**src/sv/oaat_pkg.sv**
```systemverilog
`timescale 1ns / 1ps
// ----------------------------------------------------------------------------
// oaat_pkg
// Shared types, constants and mixing functions of the one-at-a-time hash.
// ----------------------------------------------------------------------------
package oaat_pkg;

  localparam int unsigned HASH_W = 32;
  localparam int unsigned BYTE_W = 8;

  localparam logic [HASH_W-1:0] SEED_VALUE = 32'd111119;
  localparam logic [BYTE_W-1:0] UPPER_LO   = 8'h41;
  localparam logic [BYTE_W-1:0] UPPER_HI   = 8'h5A;
  localparam logic [BYTE_W-1:0] CASE_DELTA = 8'h20;

  localparam int unsigned ABSORB_SHL = 10;
  localparam int unsigned ABSORB_SHR = 6;
  localparam int unsigned FINISH_SHL_A = 3;
  localparam int unsigned FINISH_SHR = 11;
  localparam int unsigned FINISH_SHL_B = 15;

  typedef struct packed {
    logic [BYTE_W-1:0] data;
    logic              present;
    logic              last;
  } oaat_item_t;

  function automatic logic [BYTE_W-1:0] fold_byte(input logic [BYTE_W-1:0] b,
                                                  input logic case_sensitive);
    if (!case_sensitive && (b inside {[UPPER_LO:UPPER_HI]})) begin
      return b + CASE_DELTA;
    end
    return b;
  endfunction

  function automatic logic [HASH_W-1:0] absorb(input logic [HASH_W-1:0] h,
                                               input logic [BYTE_W-1:0] b);
    logic [HASH_W-1:0] t;
    t = h + {{(HASH_W-BYTE_W){1'b0}}, b};
    t = t + (t << ABSORB_SHL);
    t = t ^ (t >> ABSORB_SHR);
    return t;
  endfunction

  function automatic logic [HASH_W-1:0] finish(input logic [HASH_W-1:0] h);
    logic [HASH_W-1:0] t;
    t = h + (h << FINISH_SHL_A);
    t = t ^ (t >> FINISH_SHR);
    t = t + (t << FINISH_SHL_B);
    return t;
  endfunction

endpackage

```
**src/sv/oaat_input_stage.sv**
```systemverilog
`timescale 1ns / 1ps
// ----------------------------------------------------------------------------
// oaat_input_stage
// Case setting register and input register; folds the byte on capture.
// ----------------------------------------------------------------------------
module oaat_input_stage
  import oaat_pkg::*;
(
  input  logic              clk,
  input  logic              rst,
  input  logic              cfg_valid,
  input  logic              cfg_data,
  input  logic              in_take,
  input  logic [BYTE_W-1:0] data_byte,
  input  logic              byte_present,
  input  logic              last_byte,
  input  logic              advance,
  output logic              item_valid,
  output oaat_item_t        item
);

  logic case_sensitive;

  always_ff @(posedge clk) begin
    if (rst) begin
      case_sensitive <= 1'b0;
    end else if (cfg_valid) begin
      case_sensitive <= cfg_data;
    end
  end

  always_ff @(posedge clk) begin
    if (rst) begin
      item_valid <= 1'b0;
    end else if (in_take) begin
      item_valid <= 1'b1;
    end else if (advance) begin
      item_valid <= 1'b0;
    end
  end

  always_ff @(posedge clk) begin
    if (in_take) begin
      item.data    <= fold_byte(data_byte, case_sensitive);
      item.present <= byte_present;
      item.last    <= last_byte;
    end
  end

endmodule

```
**src/sv/oaat_hash_core.sv**
```systemverilog
`timescale 1ns / 1ps
// ----------------------------------------------------------------------------
// oaat_hash_core
// Running hash register; absorbs the byte of each word that holds one and hands off key ends.
// ----------------------------------------------------------------------------
module oaat_hash_core
  import oaat_pkg::*;
(
  input  logic              clk,
  input  logic              rst,
  input  logic              item_valid,
  input  oaat_item_t        item,
  input  logic              down_ready,
  output logic              advance,
  output logic              mix_valid,
  output logic [HASH_W-1:0] mix_hash
);

  logic [HASH_W-1:0] running_hash;
  logic [HASH_W-1:0] running_hash_next;
  logic [HASH_W-1:0] absorbed;
  logic              slot_ready;

  assign slot_ready = !mix_valid || down_ready;
  assign advance    = item_valid && (!item.last || slot_ready);
  assign absorbed   = item.present ? absorb(running_hash, item.data) : running_hash;

  always_comb begin
    running_hash_next = running_hash;
    if (advance) begin
      running_hash_next = item.last ? SEED_VALUE : absorbed;
    end
  end

  always_ff @(posedge clk) begin
    if (rst) begin
      running_hash <= SEED_VALUE;
    end else begin
      running_hash <= running_hash_next;
    end
  end

  always_ff @(posedge clk) begin
    if (rst) begin
      mix_valid <= 1'b0;
    end else if (advance && item.last) begin
      mix_valid <= 1'b1;
    end else if (down_ready) begin
      mix_valid <= 1'b0;
    end
  end

  always_ff @(posedge clk) begin
    if (advance && item.last) begin
      mix_hash <= absorbed;
    end
  end

endmodule

```
**src/sv/oaat_finish_stage.sv**
```systemverilog
`timescale 1ns / 1ps
// ----------------------------------------------------------------------------
// oaat_finish_stage
// Final shift/add/xor mix into the result register.
// ----------------------------------------------------------------------------
module oaat_finish_stage
  import oaat_pkg::*;
(
  input  logic              clk,
  input  logic              rst,
  input  logic              mix_valid,
  input  logic [HASH_W-1:0] mix_hash,
  output logic              ready,
  output logic              out_valid,
  input  logic              out_stall,
  output logic [HASH_W-1:0] hash_value
);

  assign ready = !out_valid || !out_stall;

  always_ff @(posedge clk) begin
    if (rst) begin
      out_valid <= 1'b0;
    end else if (ready) begin
      out_valid <= mix_valid;
    end
  end

  always_ff @(posedge clk) begin
    if (ready && mix_valid) begin
      hash_value <= finish(mix_hash);
    end
  end

endmodule

```
**src/sv/string_hash_one_at_a_time.sv**
```systemverilog
`timescale 1ns / 1ps
// A word marked last passes the input register, mix_hash and hash_value before its hash shows on out_valid.
// Throughput: one word per cycle while in_stall is low; the running hash absorbs at most one byte per cycle.
// in_stall rises only when a finished hash is held by out_stall and a key end waits.
// Reset (rst, synchronous): pipeline empty, running hash at seed 111119, folding on.
// ----------------------------------------------------------------------------
// string_hash_one_at_a_time
// Streaming 32-bit one-at-a-time hash of byte keys with optional case folding.
// ----------------------------------------------------------------------------
module string_hash_one_at_a_time
  import oaat_pkg::*;
(
  input  logic              clk,
  input  logic              rst,
  input  logic              cfg_valid,
  output logic              cfg_ready,
  input  logic              cfg_data,
  input  logic              in_valid,
  output logic              in_stall,
  input  logic [BYTE_W-1:0] data_byte,
  input  logic              byte_present,
  input  logic              last_byte,
  output logic              out_valid,
  input  logic              out_stall,
  output logic [HASH_W-1:0] hash_value
);

  logic              item_valid;
  oaat_item_t        item;
  logic              advance;
  logic              mix_valid;
  logic [HASH_W-1:0] mix_hash;
  logic              fin_ready;
  logic              in_take;

  assign cfg_ready = 1'b1;
  assign in_stall  = item_valid && !advance;
  assign in_take   = in_valid && !in_stall;

  oaat_input_stage u_input (
    .clk          (clk),
    .rst          (rst),
    .cfg_valid    (cfg_valid),
    .cfg_data     (cfg_data),
    .in_take      (in_take),
    .data_byte    (data_byte),
    .byte_present (byte_present),
    .last_byte    (last_byte),
    .advance      (advance),
    .item_valid   (item_valid),
    .item         (item)
  );

  oaat_hash_core u_core (
    .clk        (clk),
    .rst        (rst),
    .item_valid (item_valid),
    .item       (item),
    .down_ready (fin_ready),
    .advance    (advance),
    .mix_valid  (mix_valid),
    .mix_hash   (mix_hash)
  );

  oaat_finish_stage u_finish (
    .clk        (clk),
    .rst        (rst),
    .mix_valid  (mix_valid),
    .mix_hash   (mix_hash),
    .ready      (fin_ready),
    .out_valid  (out_valid),
    .out_stall  (out_stall),
    .hash_value (hash_value)
  );

endmodule

```
**config.mk**
```make
export PLATFORM = sky130hd
export DESIGN_NAME = string_hash_one_at_a_time
export DESIGN_NICKNAME = d
export VERILOG_FILES = /design/src/sv/oaat_pkg.sv /design/src/sv/oaat_input_stage.sv /design/src/sv/oaat_hash_core.sv /design/src/sv/oaat_finish_stage.sv /design/src/sv/string_hash_one_at_a_time.sv
export SDC_FILE = /design/constraint.sdc
export NUM_CORES = 1
export LEC_CHECK = 0
export ABC_AREA = 1
export BUFFER_PORTS_ARGS = -buffer_cell sky130_fd_sc_hd__buf_2
export CAP_MARGIN = 5
export CORE_MARGIN = 2
export CORE_UTILIZATION = 55
export DETAILED_ROUTE_END_ITERATION = 8
export HOLD_SLACK_MARGIN = 0.12
export PLACE_DENSITY = 0.73
export SLEW_MARGIN = 25
export SYNTH_ARGS = -nofsm -noshare
export SYNTH_HDL_FRONTEND = slang
export SYNTH_SLANG_ARGS = --single-unit
```
**constraint.sdc**
```tcl
create_clock -name clk -period 7.7 [get_ports clk]
set_input_delay 0.77 -clock clk [delete_from_list [all_inputs] [get_ports clk]]
set_output_delay 0.77 -clock clk [all_outputs]
set_load 0.01 [all_outputs]
```
==> flow_metrics.tcl <==
set metrics [dict create \
    outcome "complete, no violations" \
    slew_headroom_pct 35.94 \
    hold_class "register to register" \
    drc 0 \
    path_clk_slew_ns 0.07 \
    htreeDepth 3 \
    rrSetupSlack_ns 2.50 \
    cp_num_buf_inv 2 \
    leakage_nw 4.370 \
    firstDrtPassIters 5 \
    vias_per_cell 5.390 \
    async_flop_share_pct 0 \
    whs_ns 0.4904 \
    worst-setup-path-type "register to register" \
    grt_overflow 0 \
    io_buffers 49 \
    design_area_mm2 0.009716 \
    die_y_um 131.7 \
    synth_top_area_share_pct 24.77 \
    mappedNetlistArea_mm2 0.008972 \
    dr_wl_met2_um 9613 \
    routabilityCongestion 0.9870 \
    ctsHoldBuffers 0 \
    crit_chain "ha_1, inv_1, fa_1, nor4_1, nor2_1, o21ai_2, a31oi_1, o21ai_1, xor2_1, xor3_1, ha_1, fa_1, inv_1, o21ai_0, nand3_1, nand3_1, a21oi_1, o21bai_1, nand2_1, nand2_1, a21oi_1, nand3b_1, nand2_1" \
    period_needed_ns 5.204 \
    cp_common_cell "nand2_1" \
    cts_max_path_buffers 2 \
    detail_route.iter0.violations 610 \
    ys_seq_area_share_pct 32.80 \
    clockRootBuffer "clkbuf_16" \
    slowest_stage "xor3_1" \
    drt-met1-wl_um 9244 \
    cts_tree "yes" \
    dr_wl_met3_um 1214 \
    rows 46 \
    postSynthAreaPerCell_um2 7.843 \
    hold_viol_final 0 \
    finClkSkew_ns 0.008282 \
    ctsResizeCount 0 \
    layout.nets 1277 \
    setup_violations 0 \
    grt_pass1_wl_um 34380 \
    fillCellCount 1445 \
    grt_pass1_vias 7161 \
    maxUsedRoutingLayer "met4" \
    synthFlopType "edfxtp_1" \
    rsz0062_at_grt "false" \
    tightest_slew_ns 0.9550 \
    grt_usage_pct 24.61 \
    wirelength_um 20850 \
    die-area_mm2 0.01735 \
    die_x_um 131.7 \
    grt_max_degree 38 \
    synth_edf_count 74 \
    antenna_found_initial 0 \
    drtAntennaViolNets 0 \
    diodes 0 \
    synth_area_leaders "edfxtp_1, nand2_1, ha_1" \
    utilization_pct 60.94 \
    pre_cts_slack_ns 2.518 \
    placed_cell_area_mm2 0.009414 \
    power.density_mw_per_mm2 239.6 \
    final_cell_mix "nand2_1, inv_1, a21oi_1" \
    cts_buffers 9 \
    synth_cell_types 51 \
    synth_warnings 0 \
    drt-wirelength-per-cell_um 14.84 \
    cts.sinks 110 \
    period_share_pct 67.59 \
    num_vias 7573 \
    ir_drop_mv 0.1283 \
    start_util_pct 56.28 \
    maxSlewViolCount 0 \
    postSynthCellCount 1144 \
    max_freq_mhz 192.1 \
    critPathLaunchType "register" \
    place_hpwl_um 16990 \
    end_kind "register" \
    worstPathArrival_ns 5.32 \
    final.setup.worst_slack_ns 2.496 \
    setup_tns_ns 0 \
    ys_seq_elements 110 \
    drive_gt1_share_pct 12.62 \
    area_delta_synth_final_pct 8.283 \
    clock_latency_ns 0.36 \
    cpPeakStageDelay_ns 0.50 \
    syn_nets 1237 \
    cts_setup_buffers 0 \
    yosys.area.top_type "edfxtp_1" \
    crit_required_ns 7.81 \
    final_common_cell "nand2_1" \
    cap_violations 0 \
    cp_max_fo 4 \
    io_pins 51 \
    cpLargestDelayFamily "compound AO/OA/AOI/OAI gates" \
    core_mm2 0.01594 \
]
## area by class of cell
cell class	count	area, um2	area share, %
clock buffers	12	246.5	2.537
clock inverters	4	55.05	0.5666
well taps	216	270.3	2.782
repair buffers	51	260.3	2.679
multi-input cells	882	5453	56.12
flip-flops and latches	110	2943	30.29
inverters	130	488.0	5.023
## report_power, final
part / switching (mW) / internal [mW]
registers: 0.0253 / 0.740
clock network: 0.214 / 0.264
logic: 0.677 / 0.409
## stage by stage
| step | std cells | power [mW] |
|---|---|---|
| after floorplan | 1144 | 1.609 |
| after global placement | 1389 | 1.830 |
| after detailed placement | 1389 | 1.849 |
| after CTS | 1405 | 2.327 |
| after global routing | 1405 | 2.490 |
| final | 1405 | 2.328 |
## kinds of logic after synthesis
group                      after synthesis  synth area share (%)
buffers and inverters                  152                 6.554
AOI/OAI and AO/OA                      189                 12.27
xor gates and xnor gates               115                 11.81
DFF                                    110                 32.80
and+or+nand+nor                        500                 25.45
adders and majority gates               77                 11.07
other                                    1               0.04180
## synth_stat cells, drive strengths merged, types with 3 or more instances
cell type and n:
a211oi 3, a21boi 3, a21o 7, a21oi 104, a31oi 7, and2 4, buf 12, clkbuf 10
dfxtp 36, edfxtp 74, fa 4, ha 73, inv 130, nand2 294, nand3 78, nand3b 5
nand4 10, nor2 84, nor3 12, nor4 6, o211ai 7, o21a 7, o21ai 45, o21bai 4
or2 6, xnor2 37, xor2 77
## worst min-delay path, delay by kind of cell, from the launching register on
| kind | cells | cell delay (ns) |
|---|---|---|
| and+or+nand+nor | 1 | 0.06 |
| DFF | 1 | 0.33 |
| AOI/OAI and AO/OA | 1 | 0.05 |
## sequential cells by signal, summed over array words and instances, names as in the netlist
name and count:
u_core.mix_hash 32, u_core.mix_valid 1, u_core.running_hash 32, u_finish.hash_value 32, u_finish.out_valid 1, u_input.case_sensitive 1
u_input.item 10, u_input.item_valid 1
## layer usage
metal | vias to the layer above | track usage, %
met5 | - | 0
met4 | 0 | 11.47
met3 | 48 | 2.855
met2 | 240 | 41.16
met1 | 3399 | 31.98
li1 | 3886 | -
## final timing paths
kind	from	to	depth (start not counted)
max	u_core.mix_hash[3]	u_finish.hash_value[31]	23
min	u_core.running_hash[24]	u_core.running_hash[24]	2
max reg2reg	u_core.mix_hash[3]	u_finish.hash_value[31]	23
min reg2reg	u_core.running_hash[24]	u_core.running_hash[24]	2
Note: power is estimated with default switching activity, not from simulation.
